$ cat config.mk
export PLATFORM = sky130hd
export DESIGN_NAME = keyword_operator_tokenizer_core
export DESIGN_NICKNAME = d
export VERILOG_FILES = /design/src/hw/rtl/kot_pkg.sv /design/src/hw/rtl/keyword_operator_tokenizer_core.sv /design/src/hw/rtl/kot_datapath.sv /design/src/hw/rtl/kot_ctrl.sv
export SDC_FILE = /design/constraint.sdc
export NUM_CORES = 1
export LEC_CHECK = 0
export ABC_CLOCK_PERIOD_IN_PS = 6850
export BUFFER_PORTS_ARGS = -buffer_cell sky130_fd_sc_hd__buf_4
export CORE_AREA = 3 3 177 179
export DETAILED_ROUTE_END_ITERATION = 10
export DIE_AREA = 0 0 180 182
export GPL_TIMING_DRIVEN = 0
export HOLD_SLACK_MARGIN = 0.02
export PLACE_DENSITY_LB_ADDON = 0.08
export SLEW_MARGIN = 10
export SYNTH_ARGS = -nofsm -noshare
export SYNTH_HDL_FRONTEND = slang
export SYNTH_SLANG_ARGS = --single-unit
$ cat constraint.sdc
create_clock -name clock -period 6.85 [get_ports clock]
set_input_delay 0.685 -clock clock [delete_from_list [all_inputs] [get_ports clock]]
set_output_delay 0.685 -clock clock [all_outputs]
set_load 0.01 [all_outputs]
$ cat src/hw/rtl/kot_pkg.sv
// Shared types, constants and keyword/operator table of the tokenizer.
`default_nettype none
package kot_pkg;

   // Line counter width and table size.
   localparam int LINE_BITS     = 24;
   localparam int TABLE_ENTRIES = 25;

   // Fixed field widths of the item channels.
   localparam int CFG_LINE_BITS = 24;
   localparam int OUT_LINE_BITS = 24;
   localparam int CLASS_BITS    = 5;
   localparam int KIND_BITS     = 2;
   localparam int RSP_DATA_BITS = 40;
   localparam int RSP_USER_BITS = 3;

   // Held characters of an alphabetic or operator run.
   localparam int PEND_DEPTH    = 6;
   localparam int PEND_IDX_BITS = $clog2(PEND_DEPTH);
   localparam int OP_RUN_MAX    = 7;
   localparam int CNT_BITS      = $clog2(OP_RUN_MAX + 1);
   localparam int IDX_BITS      = $clog2(PEND_DEPTH + 1);
   localparam int TEXT_BITS     = 8 * PEND_DEPTH;

   localparam logic [CFG_LINE_BITS-1:0] FIRST_LINE_RESET = CFG_LINE_BITS'(1);
   localparam logic [63:0] LINE_TOP64 = (64'd1 << LINE_BITS) - 64'd1;
   localparam logic [63:0] OUT_TOP64  = (64'd1 << OUT_LINE_BITS) - 64'd1;

   // Record kinds, error kinds and token classes.
   localparam logic [KIND_BITS-1:0]  REC_VALUE      = 2'd0;
   localparam logic [KIND_BITS-1:0]  REC_END        = 2'd1;
   localparam logic [KIND_BITS-1:0]  REC_ERROR      = 2'd2;
   localparam logic                  ERR_FORBIDDEN  = 1'b0;
   localparam logic                  ERR_OPERATOR   = 1'b1;
   localparam logic [CLASS_BITS-1:0] CLS_IDENT      = 5'd0;
   localparam logic [CLASS_BITS-1:0] CLS_NUMBER     = 5'd1;
   localparam logic [CLASS_BITS-1:0] CLS_STRING     = 5'd2;
   localparam logic [CLASS_BITS-1:0] CLS_TABLE_BASE = 5'd3;
   localparam logic [CLASS_BITS-1:0] CLS_LPAREN     = CLS_TABLE_BASE + 5'd2;
   localparam logic [CLASS_BITS-1:0] CLS_RPAREN     = CLS_TABLE_BASE + 5'd3;

   // Table text, first character in the top byte, padded with zeros.
   localparam logic [TEXT_BITS-1:0] TAB_TEXT [TABLE_ENTRIES] = '{
      {"extern"},         {"def", 24'd0},     {"(", 40'd0},       {")", 40'd0},
      {"+", 40'd0},       {"-", 40'd0},       {"*", 40'd0},       {"/", 40'd0},
      {"**", 32'd0},      {"+=", 32'd0},      {"-=", 32'd0},      {"*=", 32'd0},
      {"/=", 32'd0},      {"**=", 24'd0},     {"and", 24'd0},     {"or", 32'd0},
      {"xor", 24'd0},     {"not", 24'd0},     {"==", 32'd0},      {"!=", 32'd0},
      {">=", 32'd0},      {"<=", 32'd0},      {">", 40'd0},       {"<", 40'd0},
      {"=", 40'd0}
   };
   localparam logic [CNT_BITS-1:0] TAB_LEN [TABLE_ENTRIES] = '{
      3'd6, 3'd3, 3'd1, 3'd1, 3'd1, 3'd1, 3'd1, 3'd1, 3'd2, 3'd2, 3'd2, 3'd2,
      3'd2, 3'd3, 3'd3, 3'd2, 3'd3, 3'd3, 3'd2, 3'd2, 3'd2, 3'd2, 3'd1, 3'd1,
      3'd1
   };

   typedef enum logic [2:0] {
      MODE_IDLE,
      MODE_ALPHA,
      MODE_IDENT,
      MODE_NUM,
      MODE_OP,
      MODE_STR,
      MODE_COMMENT
   } mode_type;

   typedef enum logic [3:0] {
      OP_NONE,
      OP_LATCH,
      OP_STR_STEP,
      OP_STORE,
      OP_EMIT_CHAR,
      OP_EMIT_PEND,
      OP_FLUSH_LAST,
      OP_CLOSE_HIT,
      OP_CLOSE_END,
      OP_CLOSE_ERR,
      OP_START
   } cmd_op_type;

   typedef struct packed {
      cmd_op_type               op;
      logic [PEND_IDX_BITS-1:0] idx;
      logic                     flush_out;
      logic                     end_text;
   } cmd_type;

   typedef struct packed {
      mode_type            mode;
      logic                halt;
      logic                eot;
      logic                alnum;
      logic                num_char;
      logic                op_char;
      logic                newline;
      logic [CNT_BITS-1:0] pend_count;
      logic                hit;
      logic                emit_ok;
   } status_type;

   typedef struct packed {
      logic [KIND_BITS-1:0]     kind;
      logic [CLASS_BITS-1:0]    cls;
      logic [7:0]               val;
      logic [OUT_LINE_BITS-1:0] line;
      logic                     ek;
   } rec_type;

   typedef struct packed {
      logic                   hit;
      logic [CLASS_BITS-1:0]  idx;
   } lookup_type;

   // Compares the held run against every table entry in parallel.
   function automatic lookup_type table_lookup(
      input logic [PEND_DEPTH-1:0][7:0] pend,
      input logic [CNT_BITS-1:0]        cnt
   );
      lookup_type r;
      logic       m;
      r = '0;
      for (int i = TABLE_ENTRIES - 1; i >= 0; i--) begin
         m = (TAB_LEN[i] == cnt);
         for (int b = 0; b < PEND_DEPTH; b++) begin
            if ((CNT_BITS'(b) < TAB_LEN[i]) &&
                (pend[b] != TAB_TEXT[i][TEXT_BITS-1-8*b -: 8])) begin
               m = 1'b0;
            end
         end
         if (m) begin
            r.hit = 1'b1;
            r.idx = CLASS_BITS'(i);
         end
      end
      return r;
   endfunction

   function automatic logic [LINE_BITS-1:0] line_load(input logic [CFG_LINE_BITS-1:0] v);
      logic [63:0] w;
      w = 64'(v);
      if (w > LINE_TOP64) begin
         w = LINE_TOP64;
      end
      return LINE_BITS'(w);
   endfunction

   function automatic logic [OUT_LINE_BITS-1:0] line_out(input logic [LINE_BITS-1:0] v);
      logic [63:0] w;
      w = 64'(v);
      if (w > OUT_TOP64) begin
         w = OUT_TOP64;
      end
      return OUT_LINE_BITS'(w);
   endfunction

   function automatic logic [LINE_BITS-1:0] line_next(input logic [LINE_BITS-1:0] v);
      return (&v) ? v : v + LINE_BITS'(1);
   endfunction

endpackage
`default_nettype wire

$ cat src/hw/rtl/keyword_operator_tokenizer_core.sv
// Top level of the streaming keyword and operator tokenizer.
`default_nettype none
// This block takes source text one character per input item and produces token records on the
// response stream. It counts lines, skips whitespace and '#' comments, and splits the text into
// identifiers, numbers, quoted strings, keywords, operators and parentheses. Identifier, number
// and string characters come out as value records, followed by a token-end record that carries
// the token class and the line on which the token started; keywords, operators and parentheses
// give a token-end record alone. Alphabetic runs of up to six characters are held back until
// the keyword decision is made. A forbidden character or an unknown operator run gives an
// error record, after which the block drops everything up to the item that carries tlast.
// The item with tlast set closes any open token after its own character is handled. The final
// record of each input item carries rsp_tlast. The controller handles one input item at a time
// and the datapath produces at most one record per cycle. A character that extends or starts
// a token is accepted and then scanned; a character that ends a token adds a close phase and a
// phase that starts the next token, and each held character that must be flushed as an
// identifier adds an emit step. The last record of an item waits in the hold stage until
// the item is done and leaves in the first waiting cycle in which the output register is free;
// the next item is accepted no earlier than that cycle, and the block stalls while a record
// waits in the hold stage and the response stream is not taking records. The first_line value
// is written through csr_wen/csr_wdata straight into the line counter; the line counter is
// not reloaded at the end of the text. There is no clearing pass after reset.
module keyword_operator_tokenizer_core (
   input  wire logic                              clock,
   input  wire logic                              reset,
   // Input item: tdata[7:0] text_byte; tlast is end_of_text.
   input  wire logic                              req_tvalid,
   output logic                                   req_tready,
   input  wire logic [7:0]                        req_tdata,
   input  wire logic                              req_tlast,
   // Result item: tdata[4:0] token_class, [12:5] value_byte, [36:13] token_line,
   // [39:37] zero; tlast is last_of_run.
   output logic                                   rsp_tvalid,
   input  wire logic                              rsp_tready,
   output logic [kot_pkg::RSP_DATA_BITS-1:0]      rsp_tdata,
   // Result tuser: [1:0] record_kind, [2] error_kind.
   output logic [kot_pkg::RSP_USER_BITS-1:0]      rsp_tuser,
   output logic                                   rsp_tlast,
   // Configuration: first_line.
   input  wire logic                              csr_wen,
   input  wire logic [kot_pkg::CFG_LINE_BITS-1:0] csr_wdata
);

   // Commands from the controller and status back from the datapath.
   kot_pkg::cmd_type    cmd;
   kot_pkg::status_type status;

   kot_ctrl u_ctrl (
      .clock      (clock),
      .reset      (reset),
      .req_tvalid (req_tvalid),
      .req_tready (req_tready),
      .status     (status),
      .cmd        (cmd)
   );

   kot_datapath u_datapath (
      .clock      (clock),
      .reset      (reset),
      .cmd        (cmd),
      .status     (status),
      .req_tdata  (req_tdata),
      .req_tlast  (req_tlast),
      .csr_wen    (csr_wen),
      .csr_wdata  (csr_wdata),
      .rsp_tvalid (rsp_tvalid),
      .rsp_tready (rsp_tready),
      .rsp_tdata  (rsp_tdata),
      .rsp_tuser  (rsp_tuser),
      .rsp_tlast  (rsp_tlast)
   );

endmodule
`default_nettype wire

$ cat src/hw/rtl/kot_datapath.sv
// Tokenizer datapath: scan state, held characters, line counter and record output.
`default_nettype none
module kot_datapath (
   input  wire logic                                  clock,
   input  wire logic                                  reset,
   input  wire kot_pkg::cmd_type                      cmd,
   output kot_pkg::status_type                        status,
   input  wire logic [7:0]                            req_tdata,
   input  wire logic                                  req_tlast,
   input  wire logic                                  csr_wen,
   input  wire logic [kot_pkg::CFG_LINE_BITS-1:0]     csr_wdata,
   output logic                                       rsp_tvalid,
   input  wire logic                                  rsp_tready,
   output logic [kot_pkg::RSP_DATA_BITS-1:0]          rsp_tdata,
   output logic [kot_pkg::RSP_USER_BITS-1:0]          rsp_tuser,
   output logic                                       rsp_tlast
);

   localparam logic [7:0] CH_NL    = 8'h0A;
   localparam logic [7:0] CH_QUOTE = 8'h27;
   localparam logic [7:0] CH_HASH  = 8'h23;
   localparam logic [7:0] CH_DOT   = 8'h2E;
   localparam logic [7:0] CH_LPAR  = 8'h28;
   localparam logic [7:0] CH_RPAR  = 8'h29;
   localparam logic [7:0] CH_NUL   = 8'h00;
   localparam int PAD_BITS = kot_pkg::RSP_DATA_BITS - kot_pkg::CLASS_BITS - 8
                             - kot_pkg::OUT_LINE_BITS;

   function automatic logic is_space(input logic [7:0] c);
      return (c == 8'h20) || ((c >= 8'h09) && (c <= 8'h0D));
   endfunction

   function automatic logic is_alpha(input logic [7:0] c);
      return ((c >= "a") && (c <= "z")) || ((c >= "A") && (c <= "Z"));
   endfunction

   function automatic logic is_digit(input logic [7:0] c);
      return (c >= "0") && (c <= "9");
   endfunction

   function automatic logic is_opch(input logic [7:0] c);
      return (c == "+") || (c == "-") || (c == "*") || (c == "/") ||
             (c == "!") || (c == ">") || (c == "<") || (c == "=");
   endfunction

   function automatic kot_pkg::rec_type make_rec(
      input logic [kot_pkg::KIND_BITS-1:0]     kind,
      input logic [kot_pkg::CLASS_BITS-1:0]    cls,
      input logic [7:0]                        val,
      input logic [kot_pkg::OUT_LINE_BITS-1:0] line,
      input logic                              ek
   );
      kot_pkg::rec_type r;
      r.kind = kind;
      r.cls  = cls;
      r.val  = val;
      r.line = line;
      r.ek   = ek;
      return r;
   endfunction

   logic [7:0]                              char_ff, char_in;
   logic                                    eot_ff, eot_in;
   kot_pkg::mode_type                       mode_ff, mode_in;
   logic [kot_pkg::PEND_DEPTH-1:0][7:0]     pend_ff, pend_in;
   logic [kot_pkg::CNT_BITS-1:0]            pcnt_ff, pcnt_in;
   logic [kot_pkg::LINE_BITS-1:0]           line_ff, line_in;
   logic [kot_pkg::LINE_BITS-1:0]           start_ff, start_in;
   logic                                    halt_ff, halt_in;
   kot_pkg::rec_type                        hold_ff, hold_in;
   logic                                    hold_v_ff, hold_v_in;
   kot_pkg::rec_type                        out_ff, out_in;
   logic                                    out_last_ff, out_last_in;
   logic                                    out_v_ff, out_v_in;

   logic                                    gen;
   kot_pkg::rec_type                        gen_rec;
   kot_pkg::lookup_type                     look;
   logic                                    out_free;
   logic [kot_pkg::OUT_LINE_BITS-1:0]       start_out, line_now;
   logic [kot_pkg::CLASS_BITS-1:0]          run_cls;

   assign look      = kot_pkg::table_lookup(pend_ff, pcnt_ff);
   assign out_free  = !out_v_ff || rsp_tready;
   assign start_out = kot_pkg::line_out(start_ff);
   assign line_now  = kot_pkg::line_out(line_ff);

   always_comb begin
      case (mode_ff)
         kot_pkg::MODE_NUM: run_cls = kot_pkg::CLS_NUMBER;
         kot_pkg::MODE_STR: run_cls = kot_pkg::CLS_STRING;
         default:           run_cls = kot_pkg::CLS_IDENT;
      endcase
   end

   always_comb begin
      status.mode       = mode_ff;
      status.halt       = halt_ff;
      status.eot        = eot_ff;
      status.alnum      = is_alpha(char_ff) || is_digit(char_ff);
      status.num_char   = is_digit(char_ff) || (char_ff == CH_DOT);
      status.op_char    = is_opch(char_ff);
      status.newline    = (char_ff == CH_NL);
      status.pend_count = pcnt_ff;
      status.hit        = look.hit;
      status.emit_ok    = !hold_v_ff || out_free;
   end

   always_comb begin
      char_in  = char_ff;
      eot_in   = eot_ff;
      mode_in  = mode_ff;
      pend_in  = pend_ff;
      pcnt_in  = pcnt_ff;
      line_in  = line_ff;
      start_in = start_ff;
      halt_in  = halt_ff;
      gen      = 1'b0;
      gen_rec  = make_rec(kot_pkg::REC_VALUE, kot_pkg::CLS_IDENT, 8'd0, start_out,
                          kot_pkg::ERR_FORBIDDEN);

      case (cmd.op)
         kot_pkg::OP_LATCH: begin
            char_in = req_tdata;
            eot_in  = req_tlast;
         end
         kot_pkg::OP_STR_STEP: begin
            gen = 1'b1;
            if ((char_ff == CH_QUOTE) || (char_ff == CH_NUL)) begin
               gen_rec = make_rec(kot_pkg::REC_END, kot_pkg::CLS_STRING, 8'd0, start_out,
                                  kot_pkg::ERR_FORBIDDEN);
               mode_in = kot_pkg::MODE_IDLE;
            end else begin
               gen_rec = make_rec(kot_pkg::REC_VALUE, kot_pkg::CLS_STRING, char_ff,
                                  start_out, kot_pkg::ERR_FORBIDDEN);
               if (char_ff == CH_NL) begin
                  line_in = kot_pkg::line_next(line_ff);
               end
            end
         end
         kot_pkg::OP_STORE: begin
            if (pcnt_ff < kot_pkg::CNT_BITS'(kot_pkg::PEND_DEPTH)) begin
               pend_in[pcnt_ff[kot_pkg::PEND_IDX_BITS-1:0]] = char_ff;
            end
            if (pcnt_ff < kot_pkg::CNT_BITS'(kot_pkg::OP_RUN_MAX)) begin
               pcnt_in = pcnt_ff + kot_pkg::CNT_BITS'(1);
            end
         end
         kot_pkg::OP_EMIT_CHAR: begin
            gen     = 1'b1;
            gen_rec = make_rec(kot_pkg::REC_VALUE, run_cls, char_ff, start_out,
                               kot_pkg::ERR_FORBIDDEN);
         end
         kot_pkg::OP_EMIT_PEND: begin
            gen     = 1'b1;
            gen_rec = make_rec(kot_pkg::REC_VALUE, kot_pkg::CLS_IDENT, pend_ff[cmd.idx],
                               start_out, kot_pkg::ERR_FORBIDDEN);
         end
         kot_pkg::OP_FLUSH_LAST: begin
            gen     = 1'b1;
            gen_rec = make_rec(kot_pkg::REC_VALUE, kot_pkg::CLS_IDENT, char_ff, start_out,
                               kot_pkg::ERR_FORBIDDEN);
            mode_in = kot_pkg::MODE_IDENT;
            pcnt_in = '0;
         end
         kot_pkg::OP_CLOSE_HIT: begin
            gen     = 1'b1;
            gen_rec = make_rec(kot_pkg::REC_END, look.idx + kot_pkg::CLS_TABLE_BASE, 8'd0,
                               start_out, kot_pkg::ERR_FORBIDDEN);
            mode_in = kot_pkg::MODE_IDLE;
            pcnt_in = '0;
         end
         kot_pkg::OP_CLOSE_END: begin
            gen     = 1'b1;
            gen_rec = make_rec(kot_pkg::REC_END, run_cls, 8'd0, start_out,
                               kot_pkg::ERR_FORBIDDEN);
            mode_in = kot_pkg::MODE_IDLE;
            pcnt_in = '0;
         end
         kot_pkg::OP_CLOSE_ERR: begin
            gen     = 1'b1;
            gen_rec = make_rec(kot_pkg::REC_ERROR, kot_pkg::CLS_IDENT, 8'd0, start_out,
                               kot_pkg::ERR_OPERATOR);
            halt_in = 1'b1;
            mode_in = kot_pkg::MODE_IDLE;
            pcnt_in = '0;
         end
         kot_pkg::OP_START: begin
            mode_in = kot_pkg::MODE_IDLE;
            if (is_space(char_ff)) begin
               if (char_ff == CH_NL) begin
                  line_in = kot_pkg::line_next(line_ff);
               end
            end else if (is_alpha(char_ff) || is_opch(char_ff)) begin
               start_in   = line_ff;
               pend_in[0] = char_ff;
               pcnt_in    = kot_pkg::CNT_BITS'(1);
               mode_in    = is_alpha(char_ff) ? kot_pkg::MODE_ALPHA : kot_pkg::MODE_OP;
            end else if (is_digit(char_ff) || (char_ff == CH_DOT)) begin
               start_in = line_ff;
               gen      = 1'b1;
               gen_rec  = make_rec(kot_pkg::REC_VALUE, kot_pkg::CLS_NUMBER, char_ff,
                                   line_now, kot_pkg::ERR_FORBIDDEN);
               mode_in  = kot_pkg::MODE_NUM;
            end else if (char_ff == CH_QUOTE) begin
               start_in = line_ff;
               mode_in  = kot_pkg::MODE_STR;
            end else if (char_ff == CH_HASH) begin
               mode_in = kot_pkg::MODE_COMMENT;
            end else if ((char_ff == CH_LPAR) || (char_ff == CH_RPAR)) begin
               gen     = 1'b1;
               gen_rec = make_rec(kot_pkg::REC_END,
                                  (char_ff == CH_LPAR) ? kot_pkg::CLS_LPAREN
                                                       : kot_pkg::CLS_RPAREN,
                                  8'd0, line_now, kot_pkg::ERR_FORBIDDEN);
            end else begin
               gen     = 1'b1;
               gen_rec = make_rec(kot_pkg::REC_ERROR, kot_pkg::CLS_IDENT, char_ff, line_now,
                                  kot_pkg::ERR_FORBIDDEN);
               halt_in = 1'b1;
            end
         end
         default: begin
         end
      endcase

      // The end of the text leaves the scanner idle with nothing held and no halt.
      if (cmd.end_text) begin
         mode_in = kot_pkg::MODE_IDLE;
         pcnt_in = '0;
         halt_in = 1'b0;
      end

      if (csr_wen) begin
         line_in = kot_pkg::line_load(csr_wdata);
      end
   end

   // One record waits in the hold stage until it is known whether it is the last of its item.
   always_comb begin
      hold_in     = hold_ff;
      hold_v_in   = hold_v_ff;
      out_in      = out_ff;
      out_last_in = out_last_ff;
      out_v_in    = out_v_ff && !rsp_tready;
      if (gen && hold_v_ff) begin
         out_in      = hold_ff;
         out_last_in = 1'b0;
         out_v_in    = 1'b1;
      end else if (cmd.flush_out && hold_v_ff && out_free) begin
         out_in      = hold_ff;
         out_last_in = 1'b1;
         out_v_in    = 1'b1;
         hold_v_in   = 1'b0;
      end
      if (gen) begin
         hold_in   = gen_rec;
         hold_v_in = 1'b1;
      end
   end

   always_ff @(posedge clock) begin
      char_ff     <= char_in;
      eot_ff      <= eot_in;
      pend_ff     <= pend_in;
      hold_ff     <= hold_in;
      out_ff      <= out_in;
      out_last_ff <= out_last_in;
      if (reset) begin
         mode_ff   <= kot_pkg::MODE_IDLE;
         pcnt_ff   <= '0;
         line_ff   <= kot_pkg::line_load(kot_pkg::FIRST_LINE_RESET);
         start_ff  <= '0;
         halt_ff   <= 1'b0;
         hold_v_ff <= 1'b0;
         out_v_ff  <= 1'b0;
      end else begin
         mode_ff   <= mode_in;
         pcnt_ff   <= pcnt_in;
         line_ff   <= line_in;
         start_ff  <= start_in;
         halt_ff   <= halt_in;
         hold_v_ff <= hold_v_in;
         out_v_ff  <= out_v_in;
      end
   end

   assign rsp_tvalid = out_v_ff;
   assign rsp_tdata  = {{PAD_BITS{1'b0}}, out_ff.line, out_ff.val, out_ff.cls};
   assign rsp_tuser  = {out_ff.ek, out_ff.kind};
   assign rsp_tlast  = out_last_ff;

endmodule
`default_nettype wire

$ cat src/hw/rtl/kot_ctrl.sv
// Tokenizer controller: sequences the phases of one input item over the datapath.
`default_nettype none
module kot_ctrl (
   input  wire logic                clock,
   input  wire logic                reset,
   input  wire logic                req_tvalid,
   output logic                     req_tready,
   input  wire kot_pkg::status_type status,
   output kot_pkg::cmd_type         cmd
);

   typedef enum logic [2:0] {
      ST_WAIT,
      ST_MAIN,
      ST_FLUSH,
      ST_CLOSE,
      ST_START
   } state_type;

   state_type                    state_ff, state_in;
   logic [kot_pkg::IDX_BITS-1:0] idx_ff, idx_in;
   logic                         tail_ff, tail_in;

   always_comb begin
      state_in      = state_ff;
      idx_in        = idx_ff;
      tail_in       = tail_ff;
      req_tready    = 1'b0;
      cmd.op        = kot_pkg::OP_NONE;
      cmd.idx       = idx_ff[kot_pkg::PEND_IDX_BITS-1:0];
      cmd.flush_out = 1'b0;
      cmd.end_text  = 1'b0;

      case (state_ff)
         ST_WAIT: begin
            cmd.flush_out = 1'b1;
            req_tready    = status.emit_ok;
            if (req_tvalid && status.emit_ok) begin
               cmd.op   = kot_pkg::OP_LATCH;
               state_in = ST_MAIN;
            end
         end
         ST_MAIN: begin
            if (status.emit_ok) begin
               idx_in = '0;
               if (status.halt) begin
                  cmd.end_text = status.eot;
                  state_in     = ST_WAIT;
               end else begin
                  // Next phase when the character stays in the current run.
                  state_in = status.eot ? ST_CLOSE : ST_WAIT;
                  tail_in  = 1'b1;
                  case (status.mode)
                     kot_pkg::MODE_STR: begin
                        cmd.op = kot_pkg::OP_STR_STEP;
                     end
                     kot_pkg::MODE_COMMENT: begin
                        if (status.newline) begin
                           cmd.op = kot_pkg::OP_START;
                        end
                     end
                     kot_pkg::MODE_ALPHA: begin
                        if (status.alnum) begin
                           if (status.pend_count <
                               kot_pkg::CNT_BITS'(kot_pkg::PEND_DEPTH)) begin
                              cmd.op = kot_pkg::OP_STORE;
                           end else begin
                              state_in = ST_FLUSH;
                           end
                        end else begin
                           state_in = ST_CLOSE;
                           tail_in  = 1'b0;
                        end
                     end
                     kot_pkg::MODE_IDENT: begin
                        if (status.alnum) begin
                           cmd.op = kot_pkg::OP_EMIT_CHAR;
                        end else begin
                           state_in = ST_CLOSE;
                           tail_in  = 1'b0;
                        end
                     end
                     kot_pkg::MODE_NUM: begin
                        if (status.num_char) begin
                           cmd.op = kot_pkg::OP_EMIT_CHAR;
                        end else begin
                           state_in = ST_CLOSE;
                           tail_in  = 1'b0;
                        end
                     end
                     kot_pkg::MODE_OP: begin
                        if (status.op_char) begin
                           cmd.op = kot_pkg::OP_STORE;
                        end else begin
                           state_in = ST_CLOSE;
                           tail_in  = 1'b0;
                        end
                     end
                     default: begin
                        cmd.op = kot_pkg::OP_START;
                     end
                  endcase
               end
            end
         end
         ST_FLUSH: begin
            if (status.emit_ok) begin
               if (idx_ff == kot_pkg::IDX_BITS'(kot_pkg::PEND_DEPTH)) begin
                  cmd.op   = kot_pkg::OP_FLUSH_LAST;
                  idx_in   = '0;
                  tail_in  = 1'b1;
                  state_in = status.eot ? ST_CLOSE : ST_WAIT;
               end else begin
                  cmd.op = kot_pkg::OP_EMIT_PEND;
                  idx_in = idx_ff + kot_pkg::IDX_BITS'(1);
               end
            end
         end
         ST_CLOSE: begin
            if (status.emit_ok) begin
               if (tail_ff && status.halt) begin
                  cmd.end_text = 1'b1;
                  state_in     = ST_WAIT;
               end else begin
                  state_in = tail_ff ? ST_WAIT : ST_START;
                  cmd.end_text = tail_ff;
                  case (status.mode)
                     kot_pkg::MODE_ALPHA: begin
                        if (status.hit) begin
                           cmd.op = kot_pkg::OP_CLOSE_HIT;
                        end else if (idx_ff < status.pend_count) begin
                           // Not a keyword: the held characters go out first.
                           cmd.op       = kot_pkg::OP_EMIT_PEND;
                           cmd.end_text = 1'b0;
                           idx_in       = idx_ff + kot_pkg::IDX_BITS'(1);
                           state_in     = ST_CLOSE;
                        end else begin
                           cmd.op = kot_pkg::OP_CLOSE_END;
                        end
                     end
                     kot_pkg::MODE_IDENT, kot_pkg::MODE_NUM, kot_pkg::MODE_STR: begin
                        cmd.op = kot_pkg::OP_CLOSE_END;
                     end
                     kot_pkg::MODE_OP: begin
                        cmd.op = status.hit ? kot_pkg::OP_CLOSE_HIT : kot_pkg::OP_CLOSE_ERR;
                     end
                     default: begin
                     end
                  endcase
               end
            end
         end
         ST_START: begin
            if (status.emit_ok) begin
               if (!status.halt) begin
                  cmd.op = kot_pkg::OP_START;
               end
               idx_in   = '0;
               tail_in  = 1'b1;
               state_in = status.eot ? ST_CLOSE : ST_WAIT;
            end
         end
         default: begin
            state_in = ST_WAIT;
         end
      endcase
   end

   always_ff @(posedge clock) begin
      if (reset) begin
         state_ff <= ST_WAIT;
         idx_ff   <= '0;
         tail_ff  <= 1'b0;
      end else begin
         state_ff <= state_in;
         idx_ff   <= idx_in;
         tail_ff  <= tail_in;
      end
   end

endmodule
`default_nettype wire
==> results.md, run 1 <==
- Crit path launch type: flip-flop
- R2r startpoint: u_datapath.pcnt_ff[0]
- Clk_lat worst skew: between 0.5 and 0.6 ns
- Yosys top cell by area: edfxtp_1
- Most frequent cells after synthesis: edfxtp_1 (137), nor2_1 (96), dfxtp_1 (65)
- Global-route wire length before repair: 46700 um
- DRC: 0
- Period utilization: 0.745
- Kind of end point of the critical path: flip-flop
- Rel. slew slack: 0.298
- Mux share of post-synthesis cell area: 0.0793
- Area share of and/or/nand/nor cells after synthesis: 0.194
- Most common cell in the netlist: edfxtp_1
- Compound-Gate Fraction of Synth Area: 0.141
- Xor and xnor area share after synthesis: 0.0186
- WHS Path Cells: 1
- CTS tree: built
- Core ar.: between 20000 and 30000 um2
- Flop pwr share: 0.420
- Initial Util: 0.349
- Port buffer count: 80
- Largest family of logic cells by synthesized area: simple AND/OR/NAND/NOR gates
- Num CTS Buffers: 24
- Sw frac: 0.339
- Yosys reg bits: 202
- Placed cells: 1409
- Overall Global Routing Usage: 0.180
- Asr flop ratio synth: 0
- Final Hold Viols: 0
- Int Power: 3.04 mW
- Layout Utilization: 0.413
- Vias: between 7000 and 8000
- Share of cells above drive strength 1: 0.198
- Num Clock Sinks: a little over 200
- CP max-delay cell: nor4bb_1
- CTS H-Tree Depth: 1
- Post-Synth Adder-Cell Area: 0.0121
- Final setup fails: 0
- Die Wd: 180 um
- Avg WL per Cell: around 21 um
- Worst-path maximum fanout: 42
- CP arrival: roughly 5.3 ns
- Crit Path Class: flip-flop to flip-flop
- Max Clock Skew: between 0.015 and 0.02 ns
- Cell breakdown of the critical path: inv_1, ha_1, nor4bb_1, nand4_1, o32a_1, nand3_1, o31a_2, o21a_1, or3_4, o21a_2, buf_12
- Comb pwr share: 0.313
- FMAX: around 0.2 GHz
- End of the worst register-to-register path: u_datapath.rsp_tdata[32]
- Worst hold-check path type: input pin to flip-flop
- Post-layout nets: 1093
- # fillers: 2875
- Routed WL: about 30000 um
- Peak VDD IR: ~0.21 mV
- Largest net degree at the start of global routing: between 40 and 50
- Reg2Reg Setup Slack: around 1.7 ns
- Setup_tns: 0 ns
- # Post-CTS Setup Buffers: 0
- Initial antenna violation count: 0
- DR pass1 iterations: 5
- Synth Instances: 935
- Vias in the first global route: 7671
- Die Y: ~180 um
- Die Area: 32800 um2
- Post-synth top flop: edfxtp_1
- Area share of the largest cell type after synthesis: 0.397
- Area Overhead vs Synth: 18.4%
- Vias per cell: 5.46
- Switching power: 1.56 mW
- CP peak stage delay: 0.84 ns
- GRT overflow: 0
- Longest Clk Path Bufs: 3
- Status: finished clean
- Seq/Total Area, Yosys: 0.523
- DP HPWL: 22300 um
- Max_cap viols: 0
- Final Max Tran Viols: 0
- Non-Filler Instances: between 1000 and 1500
- Final Wtd Congestion: 0.879
- Worst slack at placement: roughly 1.8 ns
- Power Dens Cells: ~370 nW/um2
- Worst Path Required: between 7 and 8 ns
- Post-CTS Hold Fix Bufs: 0
- DRT antenna net count: 0
- Root Driver: clkbuf_16
- Clock-pin slew on the worst setup and hold paths: 0.06 ns
- Post-synthesis cell area: between 10000 and 15000 um2
- # rows: 63
- CP startpoint: u_datapath.pcnt_ff[0]
- Distinct cells, synth: 100
- R2r worst-path depth: 11
- Synth warnings: 0
- Top post-synthesis cells by area: edfxtp_1 (40%), dfxtp_1 (13%), nor2_1 (3.5%), mux2_2 (3.4%), mux2i_1 (2.6%)
- Mean post-synth cell area: 11.1 um2
- Worst setup path endpoint: u_datapath.rsp_tdata[32]
- Clock power share: 0.267
- EDFF count, synth: 137
- P_leak: 4.22 nW
- Worst-Margin Slew: approximately 1.0 ns
- Final min period: approximately 5.1 ns
- Setup WS post-layout: roughly 1.7 ns
- RSZ-0062 raised after global routing: no
- IO Count: 84
- DRT iter0 DRCs: 715
- # resized after CTS: 0
==> how the worst min path moves through the flow <==
stage                      startpoint                        to  slack (ns)
5_1_grt                  req_tdata[4]     u_datapath.char_ff[4]        0.33
3_5_place_dp   u_datapath.hold_ff[10]  u_datapath.rsp_tdata[22]        0.41
4_1_cts                  req_tdata[2]     u_datapath.char_ff[2]        0.32
6_report                 req_tdata[6]     u_datapath.char_ff[6]        0.34
2_1_floorplan  u_datapath.hold_ff[33]   u_datapath.rsp_tdata[0]        0.40
3_3_place_gp   u_datapath.hold_ff[33]   u_datapath.rsp_tdata[0]        0.40
==> area by class of cell <==
cell class | instances | area (um2) | area share
Buffer | 51 | 246 | 0.0201
Sequential cell | 202 | 5420 | 0.441
Inverter | 25 | 93.8 | 0.00765
Antenna cell | 1 | 2.50 | 0.000204
Clock buffer | 33 | 644 | 0.0525
Timing Repair Buffer | 82 | 626 | 0.0510
Clock inverter | 11 | 118 | 0.00958
Tap cell | 390 | 488 | 0.0398
Multi-Input combinational cell | 659 | 4640 | 0.378
==> registers in the layout, indices dropped and copies added, names as in the netlist, 3 cells and up <==
name / count
u_ctrl.idx_ff: 3
u_ctrl.state_ff: 3
u_datapath.char_ff: 8
u_datapath.hold_ff: 40
u_datapath.line_ff: 24
u_datapath.mode_ff: 3
u_datapath.pcnt_ff: 3
u_datapath.pend_ff: 48
u_datapath.rsp_tdata: 37
u_datapath.rsp_tuser: 3
u_datapath.start_ff: 24
==> power groups by stage <==
stage	Clock (mW)	Combinational (mW)	Sequential, mW
2_1_floorplan	0	0.906	1.92
3_3_place_gp	0	1.44	1.96
3_5_place_dp	0	1.45	1.96
4_1_cts	1.27	1.45	1.94
5_1_grt	1.31	1.57	1.97
6_report	1.22	1.44	1.93
==> cells by family after synthesis <==
| logic type | count (synthesis) |
|---|---|
| fa+ha+maj | 10 |
| simple gates | 364 |
| xor+xnor | 22 |
| compound gates | 192 |
| flops | 202 |
| other cells | 1 |
| mux | 68 |
| buf+inv | 76 |
==> metal layers <==
metal | share of wire | up-vias | global-route usage | routed length (um)
met5 | 0 | - | 0 | 0
met4 | 0.018 | 0 | 0.0421 | 544
met3 | 0.051 | 35 | 0.0274 | 1560
met2 | 0.43 | 243 | 0.265 | 13000
met1 | 0.50 | 3841 | 0.277 | 15100
li1 | - | 3827 | - | -
==> placed cells by master, fill, tap and decap left out, types with 8 or more instances in the layout <==
cell | synthesis | layout
nor2_1 | 96 | 96
mux4_2 | 8 | 8
nor2b_1 | 15 | 15
nand3_1 | 21 | 21
nand2b_1 | 13 | 13
a21oi_1 | 27 | 27
and2_1 | 18 | 18
o221ai_1 | 10 | 10
mux2_2 | 31 | 31
dfxtp_1 | 65 | 65
clkbuf_1 | 30 | 38
a31oi_1 | 9 | 9
nand4_1 | 23 | 23
a22oi_1 | 11 | 11
xnor2_1 | 17 | 17
nor4bb_1 | 9 | 9
nor3_1 | 34 | 31
clkbuf_16 | 0 | 24
or3_1 | 9 | 9
inv_1 | 22 | 22
mux2i_1 | 27 | 27
nand2_1 | 61 | 61
o21ai_0 | 21 | 21
nor3b_1 | 9 | 9
ha_1 | 10 | 10
buf_2 | 7 | 8
and3_1 | 10 | 10
a211oi_1 | 25 | 25
buf_4 | 8 | 88
edfxtp_1 | 137 | 137
==> worst max-delay path, delay by kind of cell, from the launching register on <==
| family | cells | cell delay, ns |
|---|---|---|
| compound gates | 4 | 1.60 |
| fa+ha+maj | 1 | 0.19 |
| buf+inv | 2 | 0.40 |
| flops | 1 | 0.41 |
| simple gates | 4 | 2.15 |
==> metrics by stage <==
| stage | hold slack (ns) | power, mW | cell area [um2] |
|---|---|---|---|
| after floorplan | 0.400 | 2.83 | 10400 |
| final | 0.345 | 4.59 | 12300 |
| after global routing | 0.329 | 4.85 | 12300 |
| after CTS | 0.324 | 4.65 | 12300 |
| after detailed placement | 0.406 | 3.40 | 11500 |
| after global placement | 0.401 | 3.39 | 11500 |
Power figures use the tool's default switching activity.
==> inputs of run 2 (changes only) <==
--- a/config.mk
+++ b/config.mk
@@ -5,7 +5,7 @@
 export SDC_FILE = /design/constraint.sdc
 export NUM_CORES = 1
 export LEC_CHECK = 0
-export ABC_CLOCK_PERIOD_IN_PS = 6850
+export ABC_CLOCK_PERIOD_IN_PS = 4090
 export BUFFER_PORTS_ARGS = -buffer_cell sky130_fd_sc_hd__buf_4
 export CORE_AREA = 3 3 177 179
 export DETAILED_ROUTE_END_ITERATION = 10
==> constraint.sdc (replaced) <==
create_clock -name clock -period 4.09 [get_ports clock]
set_input_delay 0.409 -clock clock [delete_from_list [all_inputs] [get_ports clock]]
set_output_delay 0.409 -clock clock [all_outputs]
set_load 0.01 [all_outputs]
==> run 2 against run 1 <==
Combinational power grew 82%. Sequential share of layout area shrank 0.56 points. Core utilization increased by 0.53 points. Hold slack got worse by 0.28 ns. Sequential power rose by 68%. Via count rose by 1.9%. Worst setup slack got worse by 1.6 ns.
==> results.md, run 2 (synthesis gave the netlist of run 1 again) <==
- DR pass1 iterations: 7
- Post-layout nets: between 1000 and 1500
- Post-CTS Hold Fix Bufs: 0
- Initial antenna violation count: 0
- WHS Path Cells: 1
- Worst hold start: req_tdata[4]
- Power Dens Cells: approximately 640 nW/um2
- Die Wd: roughly 180 um
- Port buffer count: 80
- Most frequent cells in the layout: edfxtp_1 (137), nor2_1 (96), buf_4 (90)
- Crit path launch type: flip-flop
- Period utilization: 0.974
- CP arrival: between 4 and 5 ns
- Peak VDD IR: roughly 0.30 mV
- CTS tree: built
- R2r startpoint: u_datapath.hold_v_ff
- Largest net degree at the start of global routing: 22
- Worst hold-check path type: input pin to flip-flop
- Worst Path Required: roughly 4.3 ns
- Core ar.: around 30000 um2
- Commonest non-fill, non-tap cell in the layout: edfxtp_1
- Final Max Tran Viols: 0
- Final Wtd Congestion: between 0.9 and 1
- GRT overflow: 0
- Vias: ~8100
- # rows: 63
- DRT iter0 DRCs: 769
- Vias in the first global route: approximately 7800
- Max reg flops: between 40 and 50
- Initial Util: 0.349
- Setup_tns: 0 ns
- Max Clock Skew: 0.0101 ns
- DP HPWL: between 20000 and 25000 um
- Status: finished clean
- End of the worst register-to-register path: u_datapath.rsp_tdata[21]
- WHS Endpoint: u_datapath.char_ff[4]
- Worst-Margin Slew: between 1 and 1.5 ns
- FMAX: 0.251 GHz
- Vias per cell: approximately 5.5
- Reg2Reg Setup Slack: roughly 0.11 ns
- Num CTS Buffers: 24
- Longest Clk Path Bufs: 3
- CTS H-Tree Depth: 1
- Die Y: between 150 and 200 um
- Hold_ws: between 0.06 and 0.07 ns
- Crit Path Class: flip-flop to flip-flop
- RSZ-0062 raised after global routing: no
- Cell breakdown of the critical path: and3b_1, clkbuf_1, nor3_1, a221oi_1, a22o_1, or2_4, o211ai_4, or3_4, o21a_2
- Clk_lat worst skew: approximately 0.52 ns
- Die Area: roughly 33000 um2
- DRT antenna net count: 0
- Delay-heaviest family, CP: compound AO/OA/AOI/OAI gates
- Global-route wire length before repair: just under 50000 um
- Routed WL: roughly 32000 um
- R2r worst-path depth: 9
- Final setup fails: 0
- Max_cap viols: 0
- Share of cells above drive strength 1: 0.218
- IO Count: 84
- Final Hold Viols: 0
- CP startpoint: u_datapath.hold_v_ff
- Top reg by flops: u_datapath.pend_ff
- Area Overhead vs Synth: 19.9%
- Clock-pin slew on the worst setup and hold paths: about 0.060 ns
- CP peak stage delay: just over 0.7 ns
- CP max-delay cell: dfxtp_1
- Diodes inserted: 0
- Worst-path maximum fanout: 13
- Root Driver: clkbuf_16
- Rel. slew slack: 0.211
- P_leak: 4.28 nW
- Kind of end point of the critical path: flip-flop
- Final min period: 3.98 ns
- DRC: 0
- Avg WL per Cell: around 22 um
- Bufs and invs on worst path: 1
- Num Clock Sinks: a little over 200
- Overall Global Routing Usage: 0.189
-- run 2: changes by cell type in the layout (fill, tap and decap cells not counted), sizes merged --
cell,delta
clkinv,+4
clkbuf,-3
o21a,+3
or3,+2
buf,+1
clkinvlp,-1
diode,-1
-- run 2: worst max path at each step --
stage | to | depth (start not counted)
2_1_floorplan | u_datapath.rsp_tdata[0] | 10
4_1_cts | u_datapath.rsp_tdata[28] | 11
5_1_grt | u_datapath.rsp_tdata[21] | 11
3_5_place_dp | u_datapath.rsp_tdata[27] | 10
3_3_place_gp | u_datapath.rsp_tdata[26] | 10
6_report | u_datapath.rsp_tdata[21] | 9
-- run 2: what timing repair did --
item                       in CTS  in global routing
gates resized for setup        15                  8
pin swaps                       4                  0
setup buffers                   2                  0
cloned                          3                  2
setup endpoints to repair      87                 63
hold endpoints to repair        0                  0
-- run 2: area by class of cell --
type	instances	area, um2
tap	390	488
clock buffer	30	633
timing repair buffer	83	621
multi-input combinational	664	4790
inverter	25	93.8
clock inverter	14	136
sequential	202	5420
buffer	51	249
fill	2846	17300
-- run 2: layer usage --
layer	wire length (um)	vias up	global-route usage	part of all wire
met5	0	-	0	0
met3	1710	35	0.0248	0.053
met4	456	0	0.0381	0.014
li1	-	3843	-	-
met2	13800	240	0.282	0.43
met1	16200	3978	0.293	0.50
-- run 2: metrics by stage --
stage                     power [mW]  worst slack (ns)  cell area, um2  utilization  cells
final                           7.94             0.106           12400        0.418   1459
after CTS                       7.93           0.00669           12400        0.416   1457
after global routing            8.36           0.00663           12400        0.418   1459
after floorplan                 4.74             0.325           10400            -    937
after global placement          5.69             -1.35           11500        0.386   1407
after detailed placement        5.69             -1.28           11500        0.386   1408
-- run 2: report_power, final --
group	leakage [nW]	switching, mW	total [mW]	internal, mW
Sequential	1.82	0.308	3.25	2.94
Combinational	2.08	1.66	2.62	0.964
Clock	0.381	0.839	2.07	1.23
Total	4.28	2.80	7.94	5.13
==> inputs of run 3 (changes only) <==
--- a/config.mk
+++ b/config.mk
@@ -5,11 +5,12 @@
 export SDC_FILE = /design/constraint.sdc
 export NUM_CORES = 1
 export LEC_CHECK = 0
+export ABC_AREA = 1
 export ABC_CLOCK_PERIOD_IN_PS = 4090
 export BUFFER_PORTS_ARGS = -buffer_cell sky130_fd_sc_hd__buf_4
-export CORE_AREA = 3 3 177 179
+export CORE_AREA = 3 3 179 181
 export DETAILED_ROUTE_END_ITERATION = 10
-export DIE_AREA = 0 0 180 182
+export DIE_AREA = 0 0 182 184
 export GPL_TIMING_DRIVEN = 0
 export HOLD_SLACK_MARGIN = 0.02
 export PLACE_DENSITY_LB_ADDON = 0.08
==> run 3 against run 2 <==
Clock skew grew 0.0075 ns. Power rose by 4.0%. Die area up 2.2%. Critical path depth grew 5. Worst setup slack gained 0.21 ns. Critical path type unchanged. Largest cell class unchanged. Largest power group unchanged.
==> results.md, run 3 <==
- Clock-pin slew on the worst setup and hold paths: 0.06 ns
- Final Wtd Congestion: ~0.90
- Met1 WL: 15900 um
- Largest net degree at the start of global routing: 29
- Die Wd: about 180 um
- RSZ-0062 raised after global routing: no
- DR top layer: met4
- Num CTS Buffers: 24
- Longest Clk Path Bufs: 3
- Routed wl met2: 13000 um
- FMAX: roughly 0.26 GHz
- Mean post-synth cell area: around 8.3 um2
- DRT iter0 DRCs: 798
- Sw frac: 0.350
- Core ar.: around 31000 um2
- Post-placement cell area: 11900 um2
- Crit-path most repeated cell: nand2_1
- Final min period: about 3.8 ns
- Root Driver: clkbuf_16
- EDFF count, synth: ~140
- Worst setup path endpoint: u_datapath.rsp_tdata[11]
- Worst slack at placement: -0.205 ns
- Initial Util: 0.348
- # fillers: 3133
- Max Clock Skew: around 0.018 ns
- Status: finished clean
- Xor and xnor area share after synthesis: 0.00411
- CTS H-Tree Depth: 1
- Max_cap viols: 0
- Asr flop ratio synth: 0
- GRT overflow: 0
- Clk_lat worst skew: between 0.5 and 0.6 ns
- DRC: 0
- Multi-input logic area: roughly 4500 um2
- Final instance area: approximately 13000 um2
- Setup WS post-layout: roughly 0.31 ns
- DP HPWL: around 24000 um
- Port buffer count: 79
- Top reg by flops: u_datapath.pend_ff
- Avg WL per Cell: between 15 and 20 um
- Post-synthesis cell area: 10700 um2
- Routed wl met3: 1860 um
- Yosys top cell by area: edfxtp_1
- Worst Path Required: ~4.3 ns
- Num Clock Sinks: roughly 200
- Worst hold-check path type: input pin to flip-flop
- End of the worst register-to-register path: u_datapath.rsp_tdata[11]
- Synth warnings: 0
- CP peak stage delay: a little under 0.6 ns
- Die Area: about 33000 um2
- Switching power: 2.89 mW
- Crit Path Class: flip-flop to flip-flop
- P_leak: 5.09 nW
- Most common cell in the netlist: nand2_1
- CP max-delay cell: nor2_1
- Area share of and/or/nand/nor cells after synthesis: 0.258
- DR pass1 iterations: 6
- Final Hold Viols: 0
- CTS tree: built
- Routed WL: just over 30000 um
- Die Y: about 180 um
- Worst hold start: req_tlast
- DRT antenna net count: 0
- Kind of end point of the critical path: flip-flop
- Worst-Margin Slew: 1.21 ns
- R2r startpoint: u_datapath.char_ff[2]
- Period utilization: 0.923
- Max reg flops: between 40 and 50
- Largest family of logic cells by synthesized area: simple AND/OR/NAND/NOR gates
- Peak VDD IR: between 0.3 and 0.4 mV
- Area Overhead vs Synth: 20.4%
- Share of cells above drive strength 1: 0.167
- Setup_tns: 0 ns
- Delay-heaviest family, CP: simple AND/OR/NAND/NOR gates
- Reg2Reg Setup Slack: between 0.3 and 0.4 ns
- Diodes inserted: 0
- Stages on worst setup path: 14
- Power Dens Cells: around 640 nW/um2
- Global-route wire length before repair: roughly 49000 um
- Final setup fails: 0
- Comb pwr share: 0.298
- Clock power share: 0.297
- Compound-Gate Fraction of Synth Area: 0.140
- Rel. slew slack: 0.184
- Vias per cell: just over 5
- Most frequent cells in the layout: nand2_1 (217), nor2_1 (159), edfxtp_1 (137)
- Initial antenna violation count: 0
- Tot Pwr: 8.25 mW
- Cell breakdown of the critical path: buf_2, nor2_1, o21ai_1, o21ai_0, nand3_1, nand2_1, nor2_1, nand2_1, nor2_1, nand2_1, nand4_1, nand2_1, o21ai_4, buf_12
- Post-synth top flop: edfxtp_1
- Synth Instances: 1283
- Distinct cells, synth: between 50 and 60
- Mux share of post-synthesis cell area: 0.00376
- Yosys reg bits: 202
- Top post-synthesis cells by area: edfxtp_1 (39%), dfxtp_1 (12%), nand2_1 (7.8%), o21ai_0 (6.2%), nor2_1 (5.6%)
- CP arrival: 3.99 ns
- Seq/Total Area, Yosys: 0.508
- Post-layout nets: between 1000 and 1500
- Final Max Tran Viols: 0
- Commonest non-fill, non-tap cell in the layout: nand2_1
- Vias in the first global route: roughly 8600
- Crit path launch type: flip-flop
- Overall Global Routing Usage: 0.183
- Post-Synth Adder-Cell Area: 0.0117
- Worst-path maximum fanout: 28
- Most frequent cells after synthesis: nand2_1 (220), nor2_1 (160), edfxtp_1 (137)
- CP startpoint: u_datapath.char_ff[2]
- IO Count: 84
- Flop pwr share: 0.405
- Area share of the largest cell type after synthesis: 0.386
- R2r worst-path depth: 14
- Int Power: 5.36 mW
- Vias: just over 9000
- FF/Latch Area: 5420 um2
- Bufs and invs on worst path: 2
- # rows: 64
-- run 3: cell types whose count changed in the layout (fill, tap and decap cells not counted), sizes merged, moves of 23 or more --
| cell | before | now |
|---|---|---|
| nand2 | 61 | 241 |
| inv | 24 | 159 |
| o21ai | 22 | 143 |
| nor2 | 96 | 177 |
| nand3 | 21 | 83 |
| a21oi | 27 | 83 |
| mux2 | 33 | 0 |
| mux2i | 27 | 4 |
-- run 3: through the flow --
| step | std cells | utilization | hold slack (ns) |
|---|---|---|---|
| 3_3_place_gp | 1760 | 0.387 | 0.400 |
| 6_report | 1809 | 0.419 | 0.0688 |
| 5_1_grt | 1809 | 0.419 | 0.0451 |
| 3_5_place_dp | 1764 | 0.389 | 0.406 |
| 4_1_cts | 1809 | 0.419 | 0.0497 |
| 2_1_floorplan | 1285 | - | 0.400 |
-- run 3: logic make-up (layout without fill, tap and decap cells) --
logic type,Yosys count,after routing
mux,4,4
fa+ha+maj,10,10
buf+inv,197,325
compound gates,272,272
flops,202,202
xor+xnor,5,5
other cells,1,3
simple gates,592,592
-- run 3: worst min-delay path by stage --
stage,endpoint,slack [ns],cells past startpoint
6_report,u_datapath.eot_ff,0.07,1
5_1_grt,u_datapath.char_ff[3],0.05,1
3_5_place_dp,u_datapath.rsp_tdata[21],0.41,0
2_1_floorplan,u_datapath.rsp_tdata[0],0.40,0
4_1_cts,u_datapath.char_ff[5],0.05,1
3_3_place_gp,u_datapath.rsp_tdata[27],0.40,0
-- run 3: power groups by stage --
| stage | Sequential [mW] | Clock, mW | Combinational [mW] |
|---|---|---|---|
| floorplan | 3.36 | 0 | 1.48 |
| global placement | 3.42 | 0 | 2.37 |
| detailed placement | 3.39 | 0 | 2.44 |
| CTS | 3.35 | 2.51 | 2.47 |
| global route | 3.41 | 2.60 | 2.78 |
| finish | 3.34 | 2.45 | 2.46 |
-- run 3: worst register-to-register path, cell delays in order (launching register included) --
cell	delay [ns]
edfxtp_1	0.56
buf_2	0.27
nor2_1	0.07
o21ai_1	0.13
o21ai_0	0.10
nand3_1	0.07
nand2_1	0.18
nor2_1	0.24
nand2_1	0.20
nor2_1	0.58
nand2_1	0.11
nand4_1	0.21
nand2_1	0.17
o21ai_4	0.28
buf_12	0.29
-- run 3: layer usage --
layer	GRT usage	vias to the layer above
li1	-	4618
met1	0.288	4282
met2	0.268	270
met3	0.0265	36
met4	0.0344	0
met5	0	-
-- run 3: final cells by class --
| cell class | instances | share of cell area |
|---|---|---|
| flip-flops and latches | 202 | 0.423 |
| clock inverters | 19 | 0.0242 |
| inverters | 156 | 0.0458 |
| well taps | 396 | 0.0386 |
| multi-input cells | 886 | 0.355 |
| clock buffers | 25 | 0.0479 |
| repair buffers | 84 | 0.0505 |
| plain buffers | 41 | 0.0157 |
-- run 3: timing repair --
action	4_1_cts	5_1_grt
hold buffers	0	0
endpoints found under the hold margin	0	0
resized for setup	0	0
setup endpoints to repair	40	0
buffers inserted	1	0
